--- src/rtl/core/abag_pkg.sv ---
package abag_pkg;

  // Fixed-point format: FRAC_BITS fraction bits, ONE stands for 1.0.
  localparam int FRAC_BITS  = 16;
  localparam int MEAS_WIDTH = 16;
  localparam int ONE        = 1 << FRAC_BITS;

  // Field widths, all derived from the fraction width.
  localparam int SETP_W  = FRAC_BITS;      // setpoint
  localparam int ALPHA_W = FRAC_BITS;      // filter coefficient
  localparam int LVL_W   = FRAC_BITS + 1;  // bands, steps, bias, gain, drive
  localparam int ERR_W   = FRAC_BITS + 2;  // filtered error, two's complement

  // Configuration port.
  localparam int CFG_IDX_W  = 3;
  localparam int CFG_DATA_W = LVL_W;

  typedef enum logic [CFG_IDX_W-1:0] {
    REG_SETPOINT  = 3'd0,
    REG_ALPHA     = 3'd1,
    REG_BIAS_BAND = 3'd2,
    REG_GAIN_BAND = 3'd3,
    REG_BIAS_STEP = 3'd4,
    REG_GAIN_STEP = 3'd5
  } cfg_reg_t;

  // Register values after reset.
  localparam logic [SETP_W-1:0]  RST_SETPOINT  = '0;
  localparam logic [ALPHA_W-1:0] RST_ALPHA     = ALPHA_W'(ONE * 3 / 4);
  localparam logic [LVL_W-1:0]   RST_BIAS_BAND = LVL_W'(ONE * 3 / 4);
  localparam logic [LVL_W-1:0]   RST_GAIN_BAND = LVL_W'(ONE / 2);
  localparam logic [LVL_W-1:0]   RST_BIAS_STEP = LVL_W'(ONE / 1024);
  localparam logic [LVL_W-1:0]   RST_GAIN_STEP = LVL_W'(ONE / 512);

endpackage

--- src/rtl/core/abag_in_if.sv ---
interface abag_in_if #(
  parameter int MEAS_WIDTH = abag_pkg::MEAS_WIDTH
);
  logic                  valid;
  logic                  ready;
  logic [MEAS_WIDTH-1:0] measurement;

  modport source (output valid, output measurement, input ready);
  modport sink   (input valid, input measurement, output ready);
endinterface

--- src/rtl/core/abag_out_if.sv ---
interface abag_out_if;
  logic                                valid;
  logic                                ready;
  logic        [abag_pkg::LVL_W-1:0]   drive;
  logic        [abag_pkg::LVL_W-1:0]   bias_now;
  logic        [abag_pkg::LVL_W-1:0]   gain_now;
  logic signed [abag_pkg::ERR_W-1:0]   error_now;

  modport source (output valid, output drive, output bias_now, output gain_now,
                  output error_now, input ready);
  modport sink   (input valid, input drive, input bias_now, input gain_now,
                  input error_now, output ready);
endinterface

--- src/rtl/core/abag_cfg_if.sv ---
interface abag_cfg_if;
  logic                              valid;
  logic                              ready;
  logic [abag_pkg::CFG_IDX_W-1:0]    index;
  logic [abag_pkg::CFG_DATA_W-1:0]   data;

  modport source (output valid, output index, output data, input ready);
  modport sink   (input valid, input index, input data, output ready);
endinterface

--- src/rtl/core/adaptive_bias_gain_controller_core.sv ---
// Adaptive bias / adaptive gain controller, one measurement word per control tick.
// Each word passes the input register, then the result register, and is offered
// from the result register; a stall on the result side holds it where it is.
// Throughput: one word per cycle unless out_ch stalls; error filter, bias and gain
// are updated in the single result stage, so each word sees the state of the last.
// Reset (synchronous, rst_n low): stages empty, filter and levels cleared,
// configuration registers back to their default values.
module adaptive_bias_gain_controller_core #(
  parameter int MEAS_WIDTH = abag_pkg::MEAS_WIDTH
) (
  input  logic             clk,
  input  logic             rst_n,
  abag_in_if.sink          in_ch,
  abag_out_if.source       out_ch,
  abag_cfg_if.sink         cfg_ch
);

  localparam int FRAC_BITS = abag_pkg::FRAC_BITS;
  localparam int SETP_W    = abag_pkg::SETP_W;
  localparam int ALPHA_W   = abag_pkg::ALPHA_W;
  localparam int LVL_W     = abag_pkg::LVL_W;
  localparam int ERR_W     = abag_pkg::ERR_W;
  // Working width for sums: one bit above the error so nothing wraps.
  localparam int EW        = ERR_W + 1;
  localparam int PROD_W    = 2 * ERR_W;
  localparam int CMP_W     = (MEAS_WIDTH > SETP_W) ? MEAS_WIDTH : SETP_W;

  localparam logic signed [EW-1:0]     ONE_S     = EW'(abag_pkg::ONE);
  localparam logic signed [EW-1:0]     NEG_ONE_S = -ONE_S;
  localparam logic        [FRAC_BITS:0] ONE_U    = (FRAC_BITS + 1)'(abag_pkg::ONE);

  // Configuration registers.
  logic [SETP_W-1:0]  setpoint_r;
  logic [ALPHA_W-1:0] alpha_r;
  logic [LVL_W-1:0]   bias_band_r;
  logic [LVL_W-1:0]   gain_band_r;
  logic [LVL_W-1:0]   bias_step_r;
  logic [LVL_W-1:0]   gain_step_r;

  // Input stage.
  logic                  in_valid_r;
  logic [MEAS_WIDTH-1:0] meas_r;

  // Result stage. The bias, gain and error registers are also the controller
  // state: they only change when a new result word is loaded.
  logic                    out_valid_r;
  logic [LVL_W-1:0]        drive_r, drive_nxt;
  logic [LVL_W-1:0]        bias_r, bias_nxt;
  logic [LVL_W-1:0]        gain_r, gain_nxt;
  logic signed [ERR_W-1:0] err_r, err_nxt;

  logic advance;

  // The result stage can be loaded when it is empty or its word is leaving.
  assign advance      = !out_valid_r || out_ch.ready;
  assign in_ch.ready  = !in_valid_r || advance;
  assign cfg_ch.ready = 1'b1;

  // Configuration writes. Unknown indexes are ignored.
  always_ff @(posedge clk) begin
    if (!rst_n) begin
      setpoint_r  <= abag_pkg::RST_SETPOINT;
      alpha_r     <= abag_pkg::RST_ALPHA;
      bias_band_r <= abag_pkg::RST_BIAS_BAND;
      gain_band_r <= abag_pkg::RST_GAIN_BAND;
      bias_step_r <= abag_pkg::RST_BIAS_STEP;
      gain_step_r <= abag_pkg::RST_GAIN_STEP;
    end else if (cfg_ch.valid) begin
      case (abag_pkg::cfg_reg_t'(cfg_ch.index))
        abag_pkg::REG_SETPOINT:  setpoint_r  <= cfg_ch.data[SETP_W-1:0];
        abag_pkg::REG_ALPHA:     alpha_r     <= cfg_ch.data[ALPHA_W-1:0];
        abag_pkg::REG_BIAS_BAND: bias_band_r <= cfg_ch.data[LVL_W-1:0];
        abag_pkg::REG_GAIN_BAND: gain_band_r <= cfg_ch.data[LVL_W-1:0];
        abag_pkg::REG_BIAS_STEP: bias_step_r <= cfg_ch.data[LVL_W-1:0];
        abag_pkg::REG_GAIN_STEP: gain_step_r <= cfg_ch.data[LVL_W-1:0];
        default: ;
      endcase
    end
  end

  // Saturate a working-width value to the level range of zero to one.
  function automatic logic [LVL_W-1:0] sat_level(input logic signed [EW-1:0] v);
    logic [LVL_W-1:0] r;
    if (v < 0) begin
      r = '0;
    end else if (v > ONE_S) begin
      r = ONE_U;
    end else begin
      r = v[LVL_W-1:0];
    end
    return r;
  endfunction

  // Datapath of the result stage.
  logic                     above;
  logic signed [ERR_W-1:0]  alpha_s;
  logic signed [PROD_W-1:0] prod;
  logic signed [PROD_W-1:0] prod_shift;
  logic signed [EW-1:0]     filt_base;
  logic        [FRAC_BITS:0] rest;
  logic signed [EW-1:0]     rest_s;
  logic signed [EW-1:0]     filt_sum;
  logic signed [EW-1:0]     filt_sat;
  logic signed [EW-1:0]     bias_band_s, gain_band_s;
  logic signed [EW-1:0]     bias_s, gain_s;
  logic signed [EW-1:0]     bias_step_s, gain_step_s;
  logic signed [EW-1:0]     bias_sum, gain_sum;
  logic signed [EW-1:0]     bias_new_s, gain_new_s;
  logic signed [EW-1:0]     drive_sum;

  always_comb begin
    // The measurement is strictly above the setpoint: sign +1.
    above = CMP_W'(meas_r) > CMP_W'(setpoint_r);

    // The coefficient is always below one, so one minus it stays positive.
    alpha_s    = signed'({2'b00, alpha_r});
    prod       = alpha_s * err_r;
    // The arithmetic shift rounds towards minus infinity, as the filter needs.
    prod_shift = prod >>> FRAC_BITS;
    filt_base  = signed'(prod_shift[EW-1:0]);
    rest       = ONE_U - {1'b0, alpha_r};
    rest_s     = signed'({{(EW - FRAC_BITS - 1){1'b0}}, rest});
    filt_sum   = above ? (filt_base + rest_s) : (filt_base - rest_s);

    if (filt_sum > ONE_S) begin
      filt_sat = ONE_S;
    end else if (filt_sum < NEG_ONE_S) begin
      filt_sat = NEG_ONE_S;
    end else begin
      filt_sat = filt_sum;
    end
    err_nxt = filt_sat[ERR_W-1:0];

    bias_band_s = signed'({{(EW - LVL_W){1'b0}}, bias_band_r});
    gain_band_s = signed'({{(EW - LVL_W){1'b0}}, gain_band_r});
    bias_step_s = signed'({{(EW - LVL_W){1'b0}}, bias_step_r});
    gain_step_s = signed'({{(EW - LVL_W){1'b0}}, gain_step_r});
    bias_s      = signed'({{(EW - LVL_W){1'b0}}, bias_r});
    gain_s      = signed'({{(EW - LVL_W){1'b0}}, gain_r});

    // Bias steps down below the band, up above it and holds inside it.
    if (filt_sat < -bias_band_s) begin
      bias_sum = bias_s - bias_step_s;
    end else if (filt_sat > bias_band_s) begin
      bias_sum = bias_s + bias_step_s;
    end else begin
      bias_sum = bias_s;
    end
    bias_nxt = sat_level(bias_sum);

    // Gain grows while the error sits outside its band and shrinks inside.
    if ((filt_sat < -gain_band_s) || (filt_sat > gain_band_s)) begin
      gain_sum = gain_s + gain_step_s;
    end else begin
      gain_sum = gain_s - gain_step_s;
    end
    gain_nxt = sat_level(gain_sum);

    bias_new_s = signed'({{(EW - LVL_W){1'b0}}, bias_nxt});
    gain_new_s = signed'({{(EW - LVL_W){1'b0}}, gain_nxt});
    drive_sum  = above ? (bias_new_s + gain_new_s) : (bias_new_s - gain_new_s);
    drive_nxt  = sat_level(drive_sum);
  end

  // Input stage register.
  always_ff @(posedge clk) begin
    if (!rst_n) begin
      in_valid_r <= 1'b0;
    end else if (in_ch.ready) begin
      in_valid_r <= in_ch.valid;
    end
  end

  always_ff @(posedge clk) begin
    if (in_ch.ready && in_ch.valid) begin
      meas_r <= in_ch.measurement;
    end
  end

  // Result stage and controller state.
  always_ff @(posedge clk) begin
    if (!rst_n) begin
      out_valid_r <= 1'b0;
      bias_r      <= '0;
      gain_r      <= '0;
      err_r       <= '0;
    end else if (advance) begin
      out_valid_r <= in_valid_r;
      if (in_valid_r) begin
        bias_r <= bias_nxt;
        gain_r <= gain_nxt;
        err_r  <= err_nxt;
      end
    end
  end

  always_ff @(posedge clk) begin
    if (advance && in_valid_r) begin
      drive_r <= drive_nxt;
    end
  end

  assign out_ch.valid     = out_valid_r;
  assign out_ch.drive     = drive_r;
  assign out_ch.bias_now  = bias_r;
  assign out_ch.gain_now  = gain_r;
  assign out_ch.error_now = err_r;

  // While a result word is held back, the controller state must not move on.
  a_state_holds_on_stall: assert property (@(posedge clk) disable iff (!rst_n)
    (out_valid_r && !out_ch.ready) |=> ($stable(bias_r) && $stable(gain_r) &&
                                        $stable(err_r)))
    else $error("controller state changed while the result word was stalled");

  // A waiting input word is neither dropped nor overwritten.
  a_input_kept: assert property (@(posedge clk) disable iff (!rst_n)
    (in_valid_r && !advance) |=> (in_valid_r && $stable(meas_r)))
    else $error("input word lost while the result stage was stalled");

  // Every offered word lies within the documented ranges.
  a_result_range: assert property (@(posedge clk) disable iff (!rst_n)
    out_valid_r |-> ((err_r <= signed'(ONE_S[ERR_W-1:0])) &&
                     (err_r >= signed'(NEG_ONE_S[ERR_W-1:0])) &&
                     (drive_r <= ONE_U) && (bias_r <= ONE_U) && (gain_r <= ONE_U)))
    else $error("result word out of range");

endmodule

--- src/flat_wrapper.sv ---
// flat-port wrapper written by rule: the top's interface ports become plain ports
module adaptive_bias_gain_controller_core_flat 
#(
  parameter int MEAS_WIDTH = abag_pkg::MEAS_WIDTH
)
  (clk, rst_n, in_ch_valid, in_ch_measurement, in_ch_ready, out_ch_valid, out_ch_drive, out_ch_bias_now, out_ch_gain_now, out_ch_error_now, out_ch_ready, cfg_ch_valid, cfg_ch_index, cfg_ch_data, cfg_ch_ready);
  abag_in_if #(.MEAS_WIDTH(MEAS_WIDTH)) in_ch_i ();
  abag_out_if out_ch_i ();
  abag_cfg_if cfg_ch_i ();
  input  logic clk;
  input  logic rst_n;
  input wire logic [$bits(in_ch_i.valid)-1:0] in_ch_valid;
  input wire logic [$bits(in_ch_i.measurement)-1:0] in_ch_measurement;
  output wire logic [$bits(in_ch_i.ready)-1:0] in_ch_ready;
  output wire logic [$bits(out_ch_i.valid)-1:0] out_ch_valid;
  output wire logic [$bits(out_ch_i.drive)-1:0] out_ch_drive;
  output wire logic [$bits(out_ch_i.bias_now)-1:0] out_ch_bias_now;
  output wire logic [$bits(out_ch_i.gain_now)-1:0] out_ch_gain_now;
  output wire logic [$bits(out_ch_i.error_now)-1:0] out_ch_error_now;
  input wire logic [$bits(out_ch_i.ready)-1:0] out_ch_ready;
  input wire logic [$bits(cfg_ch_i.valid)-1:0] cfg_ch_valid;
  input wire logic [$bits(cfg_ch_i.index)-1:0] cfg_ch_index;
  input wire logic [$bits(cfg_ch_i.data)-1:0] cfg_ch_data;
  output wire logic [$bits(cfg_ch_i.ready)-1:0] cfg_ch_ready;
  assign in_ch_i.valid = in_ch_valid;
  assign in_ch_i.measurement = in_ch_measurement;
  assign in_ch_ready = in_ch_i.ready;
  assign out_ch_valid = out_ch_i.valid;
  assign out_ch_drive = out_ch_i.drive;
  assign out_ch_bias_now = out_ch_i.bias_now;
  assign out_ch_gain_now = out_ch_i.gain_now;
  assign out_ch_error_now = out_ch_i.error_now;
  assign out_ch_i.ready = out_ch_ready;
  assign cfg_ch_i.valid = cfg_ch_valid;
  assign cfg_ch_i.index = cfg_ch_index;
  assign cfg_ch_i.data = cfg_ch_data;
  assign cfg_ch_ready = cfg_ch_i.ready;
  adaptive_bias_gain_controller_core #(.MEAS_WIDTH(MEAS_WIDTH)) u_core (.clk(clk), .rst_n(rst_n), .in_ch(in_ch_i), .out_ch(out_ch_i), .cfg_ch(cfg_ch_i));
endmodule
--- config.mk ---
export PLATFORM = sky130hd
export DESIGN_NAME = adaptive_bias_gain_controller_core_flat
export DESIGN_NICKNAME = d
export VERILOG_FILES = /design/src/rtl/core/abag_pkg.sv /design/src/rtl/core/abag_in_if.sv /design/src/rtl/core/abag_out_if.sv /design/src/rtl/core/abag_cfg_if.sv /design/src/rtl/core/adaptive_bias_gain_controller_core.sv /design/src/flat_wrapper.sv
export SDC_FILE = /design/constraint.sdc
export NUM_CORES = 2
export LEC_CHECK = 0
export ABC_AREA = 1
export BUFFER_PORTS_ARGS = -buffer_cell sky130_fd_sc_hd__buf_2
export CORE_UTILIZATION = 45
export DETAILED_ROUTE_END_ITERATION = 7
export GPL_ROUTABILITY_DRIVEN = 0
export PLACE_DENSITY_LB_ADDON = 0.08
export SETUP_SLACK_MARGIN = 0.1
export SYNTH_ARGS = -nofsm -noshare
export SYNTH_HDL_FRONTEND = slang
export SYNTH_SLANG_ARGS = --single-unit
--- constraint.sdc ---
create_clock -name clk -period 20.1 [get_ports clk]
set_input_delay 2.01 -clock clk [delete_from_list [all_inputs] [get_ports clk]]
set_output_delay 2.01 -clock clk [all_outputs]
set_load 0.1 [all_outputs]
Word-level counts from Yosys, hierarchy flattened
Cells that the tools add are included.
W data, S select, Z words.

storage, ports and cells
  input port bits = 41
  logic and storage cells = 72
  register bits after elaboration = 187

operators by class
  equality and inequality tests = 5
  muxes and demuxes = 12
  multiply operators = 1
  reductions and logical operators = 16
  add/subtract/negate cells = 11
  $lt $le $gt $ge = 13

operator list
  kind                      number
  $mux W19                  7
  $mux W17                  5
  $gt A19 B18 Y1 const B    4
  $lt A19 B1 Y1 const B     3
  $add A17 B17 Y18          3
  $sub A17 B17 Y18          3
  $gt A19 B18 Y1            2
  $lt A19 B19 Y1            2
  $neg A17 Y19              2
  $mul A17 B18 Y35          1
  $add A19 B18 Y19          1
  $lt A19 B17 Y1 const B    1
  $sub A19 B18 Y19          1
  $sub A17 B16 Y17 const A  1
  $gt A16 B16 Y1            1
  $reduce_and A2 Y1         7
  $eq A3 B2 Y1 const B      2
  $eq A3 B3 Y1 const B      2
  $eq A3 B1 Y1 const B      1
  $logic_not A3 Y1          1
  $logic_or A1 B1 Y1        3
  $logic_and A1 B1 Y1       2
  $logic_not A1 Y1          2
  $reduce_or A2 Y1          1

Longest topological paths before layout
  word-level depth = 16
  mapped depth = 104
  mapped depth without buffers = 99

Least setup slack after synthesis
OpenSTA, ideal clock, no wires.

  kind = register to register
  start point = register u_core.err_r[7], in the netlist u_core.out_ch.error_now[7]
  end point = register u_core.drive_r[11], in the netlist u_core.out_ch.drive[11], data pin
  arrival = 14.687 ns
  setup time = 0.258 ns
  stages on the path, launching flop included = 96
  path slack = 5.155 ns
  path buffers = 6
  data required time = 19.842 ns
  path through = dfxtp_1 > clkbuf_1 > clkbuf_1 > nand2_1 > fa_1 > inv_1 > fa_1 > inv_1 > fa_1 > inv_1 > fa_1 > fa_1 > inv_1 > fa_1 > inv_1 > ha_1 > a21oi_1 > o21ai_0 > (+60 left out) > nor2_1 > o31ai_1 > nand3_1 > nand2_1 > a21oi_1 > o21bai_1 > a21oi_1 > nor2_1 > o21ai_0 > nand2_1 > nand2_1 > nand3_1 > nand2_1 > inv_1 > nand2_1 > nand2_2 > buf_6 > nor2_1

between the ends
  cells in the longest elaborated chain, start to end = 16
  elaborated cells on any way between the ends = 30
  those cells by class = 4 x add/sub; 1 x mul; 12 x order compare; 11 x mux; 2 x reduce/logical

ends and longest elaborated chain
  item                                                         line                                                                                RTL
  from (decl)                                                  adaptive_bias_gain_controller_core.sv:50                                            logic signed [ERR_W-1:0] err_r, err_nxt;
  from (signal assigned)                                       adaptive_bias_gain_controller_core.sv:192                                           err_r <= err_nxt;
  $mul A17 B18 Y35 (*)                                         adaptive_bias_gain_controller_core.sv:117                                           prod = alpha_s * err_r;
  $sub A19 B18 Y19 / $add A19 B18 Y19 (equally long branches)  adaptive_bias_gain_controller_core.sv:123                                           filt_sum = above ? (filt_base + rest_s) : (filt_base - rest_s);
  $mux W19 (*)                                                 adaptive_bias_gain_controller_core.sv:123
  $lt A19 B17 Y1                                               adaptive_bias_gain_controller_core.sv:127                                           end else if (filt_sum < NEG_ONE_S) begin
  $mux W19                                                     adaptive_bias_gain_controller_core.sv:127
  $mux W19 (*)                                                 adaptive_bias_gain_controller_core.sv:125                                           if (filt_sum > ONE_S) begin
  via u_core.filt_sat[8]                                       adaptive_bias_gain_controller_core.sv:103                                           logic signed [EW-1:0] filt_sat;
  $gt A19 B18 Y1                                               adaptive_bias_gain_controller_core.sv:144                                           end else if (filt_sat > bias_band_s) begin
  (+2 left out)                                                n/a
  $gt A19 B18 Y1                                               adaptive_bias_gain_controller_core.sv:86                                            end else if (v > ONE_S) begin
  $mux W17                                                     adaptive_bias_gain_controller_core.sv:86
  $mux W17 (*)                                                 adaptive_bias_gain_controller_core.sv:84                                            if (v < 0) begin
  via u_core.bias_nxt[0]                                       adaptive_bias_gain_controller_core.sv:48                                            logic [LVL_W-1:0] bias_r, bias_nxt;
  $sub A17 B17 Y18 / $add A17 B17 Y18 (equally long branches)  adaptive_bias_gain_controller_core.sv:161                                           drive_sum = above ? (bias_new_s + gain_new_s) : (bias_new_s - gain_new_s);
  $mux W19 (*)                                                 adaptive_bias_gain_controller_core.sv:161
  $gt A19 B18 Y1 / $lt A19 B1 Y1 (equally long branches)       adaptive_bias_gain_controller_core.sv:86, adaptive_bias_gain_controller_core.sv:84
  $reduce_or A2 Y1 (no source line)                            n/a
  to (signal assigned)                                         adaptive_bias_gain_controller_core.sv:199                                           drive_r <= drive_nxt;
  to (decl)                                                    adaptive_bias_gain_controller_core.sv:47                                            logic [LVL_W-1:0] drive_r, drive_nxt;

Mark *: on every way through the listed nets, which the timed path passes. The rest lies on a longest branch.
A chain may end at the register's enable or synchronous reset.

Final worst setup path
  start point = register u_core.err_r[10], in the netlist u_core.out_ch.error_now[10]
  end point = register u_core.drive_r[11], in the netlist u_core.out_ch.drive[11], data pin

Same word-level chain as after synthesis.

==> flow_summary_export.csv <==
group,metric,value,unit
finish,diodes,0,
sta,max_freq,0.0573,GHz
synthesis,synth-main-ff-cell,"dfxtp_1",
clock_tree,cts_hold_buf,0,
die,die_area,0.0624,mm²
power_and_ir_drop,p_leak,16.3,nW
die,coreArea,0.0605,mm²
setup_path,critical_path.most_common_cell,"nand2_1",
route,wl_met2,34.9,mm
clock_tree,clk-insertion-delay-late,500,ps
flow_run,cap_violations,0,
route,maxUsedRoutingLayer,"met4",
clock_tree,cts_tree,"yes",
place,dp_slack,2820,ps
grt,grt_pass1_wl,130,mm
min_path,hold_class,"flop to flop",
route,drtIter0Drc,1596,
synthesis,synth_fp_nets,4504,
sta,rsz0062_at_grt,"no",
power_and_ir_drop,ir_drop,0.000142,V
die,start_util,0.457,
sta,finalCriticalPeriod,17450,ps
finish,nFillCells,6301,
place,detailed_place_hpwl,64.1,mm
route,num_vias,23700,
synthesis,synth.top_cells.by_area,"fa_1 22%, ha_1 13%, inv_1 12%",
setup_path,cpMaxStageDelayCell,"dfxtp_1",
synthesis,synth_top_area_frac,0.215,
sta,finalCritPeriodShare,0.868,
status,status,"completed",
finish,multi_input_area,0.0197,mm²
synthesis,syn_inst,3869,
die,io_pins,113,
setup_path,cp.arrival,17690,ps
grt,grt_antenna_before_repair,2,
sta,skew,11.8,ps
setup_path,critPathLaunchType,"flop",
synthesis,synth-edff-count,33,
route,via_per_inst,5.08,
synthesis,post-synth-top-area-cell,"fa_1",
clock_tree,htreeDepth,4,
sta,hold_viol,0,
sta,maxSlewHeadroom,0.276,
clock_tree,path_clk_slew,80,ps
clock_tree,postCtsSetupBuffers,0,
setup_path,cp-end-kind,"flop",
setup_path,required,20340,ps
finish,area_growth,6.36,%
setup_path,crit_fanout,18,
place,io_buffers,111,
synthesis,async_flop_share,0,
die,row_count,90,
clock_tree,cts_root_buf,"clkbuf_16",
die,die_w,250,µm
finish,register_area,0.00407,mm²
sta,fin_ws,2650,ps
route,wl_per_cell,17.0,µm
route,finalWirelength,79.5,mm
synthesis,syn_area_per_cell,7.14,µm²
synthesis,ys_seq_area_frac,0.147,
route,firstDrtPassIters,5,
sta,final_max_slew_viol_count,0,
setup_path,cp_slowest_stage_delay,1020,ps
clock_tree,post_cts_resize_count,0,
power_and_ir_drop,total_power,4.69,mW
grt,grt_pass1_vias,23800,
sta,final.setup.tns,0,ps
sta,final-setup-viol-count,0,
clock_tree,clockBufferDepth,2,
sta,tightest_slew,1090,ps
clock_tree,cts_buffers,17,
finish,fin_nets,4517,
power_and_ir_drop,power_density,159,mW/mm²
grt,grtUsageTotal,0.265,
die,die_height,250,µm
route,met3_length,4.65,mm
synthesis,ys_ff_latch,187,
clock_tree,cts.sinks,187,
grt,grt_max_degree,96,
synthesis,yosysWarnings,0,
route,wl_met1,38.1,mm
setup_path,critPathKind,"flop to flop",
synthesis,syn_area,0.0276,mm²
synthesis,synth.distinct_cells,50,
grt,grt_overflow,0,
setup_path,crit_family,"simple AND/OR/NAND/NOR gates",
setup_path,crit_buf_inv,13,
finish,drive_gt1_frac,0.0626,
route,antenna_left,0,
route,drc_errors,0,
==> metrics by stage <==
step | instance area (µm²) | util | hold WS (ps) | cells
5_1_grt | 29400 | 0.486 | 478 | 4677
3_3_place_gp | 28800 | 0.476 | 451 | 4645
2_1_floorplan | 27600 | - | 433 | 3869
6_report | 29400 | 0.486 | 462 | 4677
4_1_cts | 29400 | 0.486 | 467 | 4677
3_5_place_dp | 28800 | 0.476 | 455 | 4645
==> cells by family (layout without fill, tap and decap cells) <==
logic type      count (synthesis)  in the layout  share of synthesized area
flops                         187            187                      0.147
buf+inv                      1007           1033                      0.139
compound gates                618            618                      0.119
fa+ha+maj                     594            594                      0.350
simple gates                 1339           1339                      0.206
xor+xnor                      123            123                     0.0393
other cells                     1              1                   0.000136
==> cells in the final DEF, fill, tap and decap left out, types with 11 or more instances in the layout <==
| cell type | synthesis | layout |
|---|---|---|
| inv_1 | 847 | 847 |
| nand2_1 | 765 | 765 |
| a21oi_1 | 308 | 308 |
| fa_1 | 297 | 297 |
| ha_1 | 297 | 297 |
| nor2_1 | 246 | 246 |
| o21ai_0 | 225 | 225 |
| nand3_1 | 162 | 162 |
| dfxtp_1 | 154 | 154 |
| buf_2 | 6 | 110 |
| xor2_1 | 103 | 103 |
| nand4_1 | 42 | 42 |
| nor3_1 | 40 | 40 |
| buf_4 | 2 | 35 |
| edfxtp_1 | 33 | 33 |
| xnor2_1 | 19 | 19 |
| nand2_2 | 18 | 18 |
| clkbuf_16 | 0 | 17 |
| nor2_2 | 15 | 15 |
| o211ai_1 | 15 | 15 |
| nor4_1 | 13 | 13 |
| or2_2 | 12 | 12 |
| o21bai_1 | 11 | 11 |
==> synth_stat cells, types with 12 or more instances <==
| library cell | n |
|---|---|
| a21oi_1 | 308 |
| clkbuf_1 | 127 |
| dfxtp_1 | 154 |
| edfxtp_1 | 33 |
| fa_1 | 297 |
| ha_1 | 297 |
| inv_1 | 847 |
| nand2_1 | 765 |
| nand2_2 | 18 |
| nand3_1 | 162 |
| nand4_1 | 42 |
| nor2_1 | 246 |
| nor2_2 | 15 |
| nor3_1 | 40 |
| nor4_1 | 13 |
| o211ai_1 | 15 |
| o21ai_0 | 225 |
| or2_2 | 12 |
| xnor2_1 | 19 |
| xor2_1 | 103 |
==> routing by layer <==
layer  vias up  global-route usage
met5         -                   0
met4         0              0.0670
met3        78              0.0465
met2       530               0.419
met1     11100               0.374
li1      12000                   -
==> state kept, by name, summed over array words and instances, names as in the netlist <==
signal	count
u_core.gain_step_r	17
u_core.in_valid_r	1
u_core.out_ch.error_now	18
u_core.bias_step_r	17
u_core.out_ch.drive	17
u_core.meas_r	16
u_core.alpha_r	16
u_core.gain_band_r	17
u_core.setpoint_r	16
u_core.out_ch.bias_now	17
u_core.bias_band_r	17
u_core.out_ch.gain_now	17
u_core.out_ch.valid	1
==> power breakdown <==
part	total, mW	switching, mW	internal (mW)
Clock	0.356	0.180	0.176
Sequential	0.502	0.0439	0.458
Combinational	3.83	2.67	1.16
Total	4.69	2.89	1.80
==> worst paths after layout <==
kind,slack [ps],end,depth (start not counted),startpoint
max,2650,u_core.out_ch.drive[11],88,u_core.out_ch.error_now[10]
min,460,u_core.setpoint_r[9],2,u_core.setpoint_r[9]
max reg2reg,2650,u_core.out_ch.drive[11],88,u_core.out_ch.error_now[10]
min reg2reg,460,u_core.setpoint_r[9],2,u_core.setpoint_r[9]
==> layout make-up <==
| type | count | area share |
|---|---|---|
| tap | 782 | 0.0333 |
| timing repair buffer | 145 | 0.0277 |
| sequential | 187 | 0.139 |
| clock buffer | 18 | 0.0146 |
| multi-input combinational | 2675 | 0.671 |
| clock inverter | 14 | 0.00515 |
| inverter | 856 | 0.109 |
==> worst min-delay path, stage by stage (launching register included) <==
cell     delay [ps]
dfxtp_1         300
inv_1            60
a21oi_1          60
Note: power is estimated with default switching activity, not from simulation.
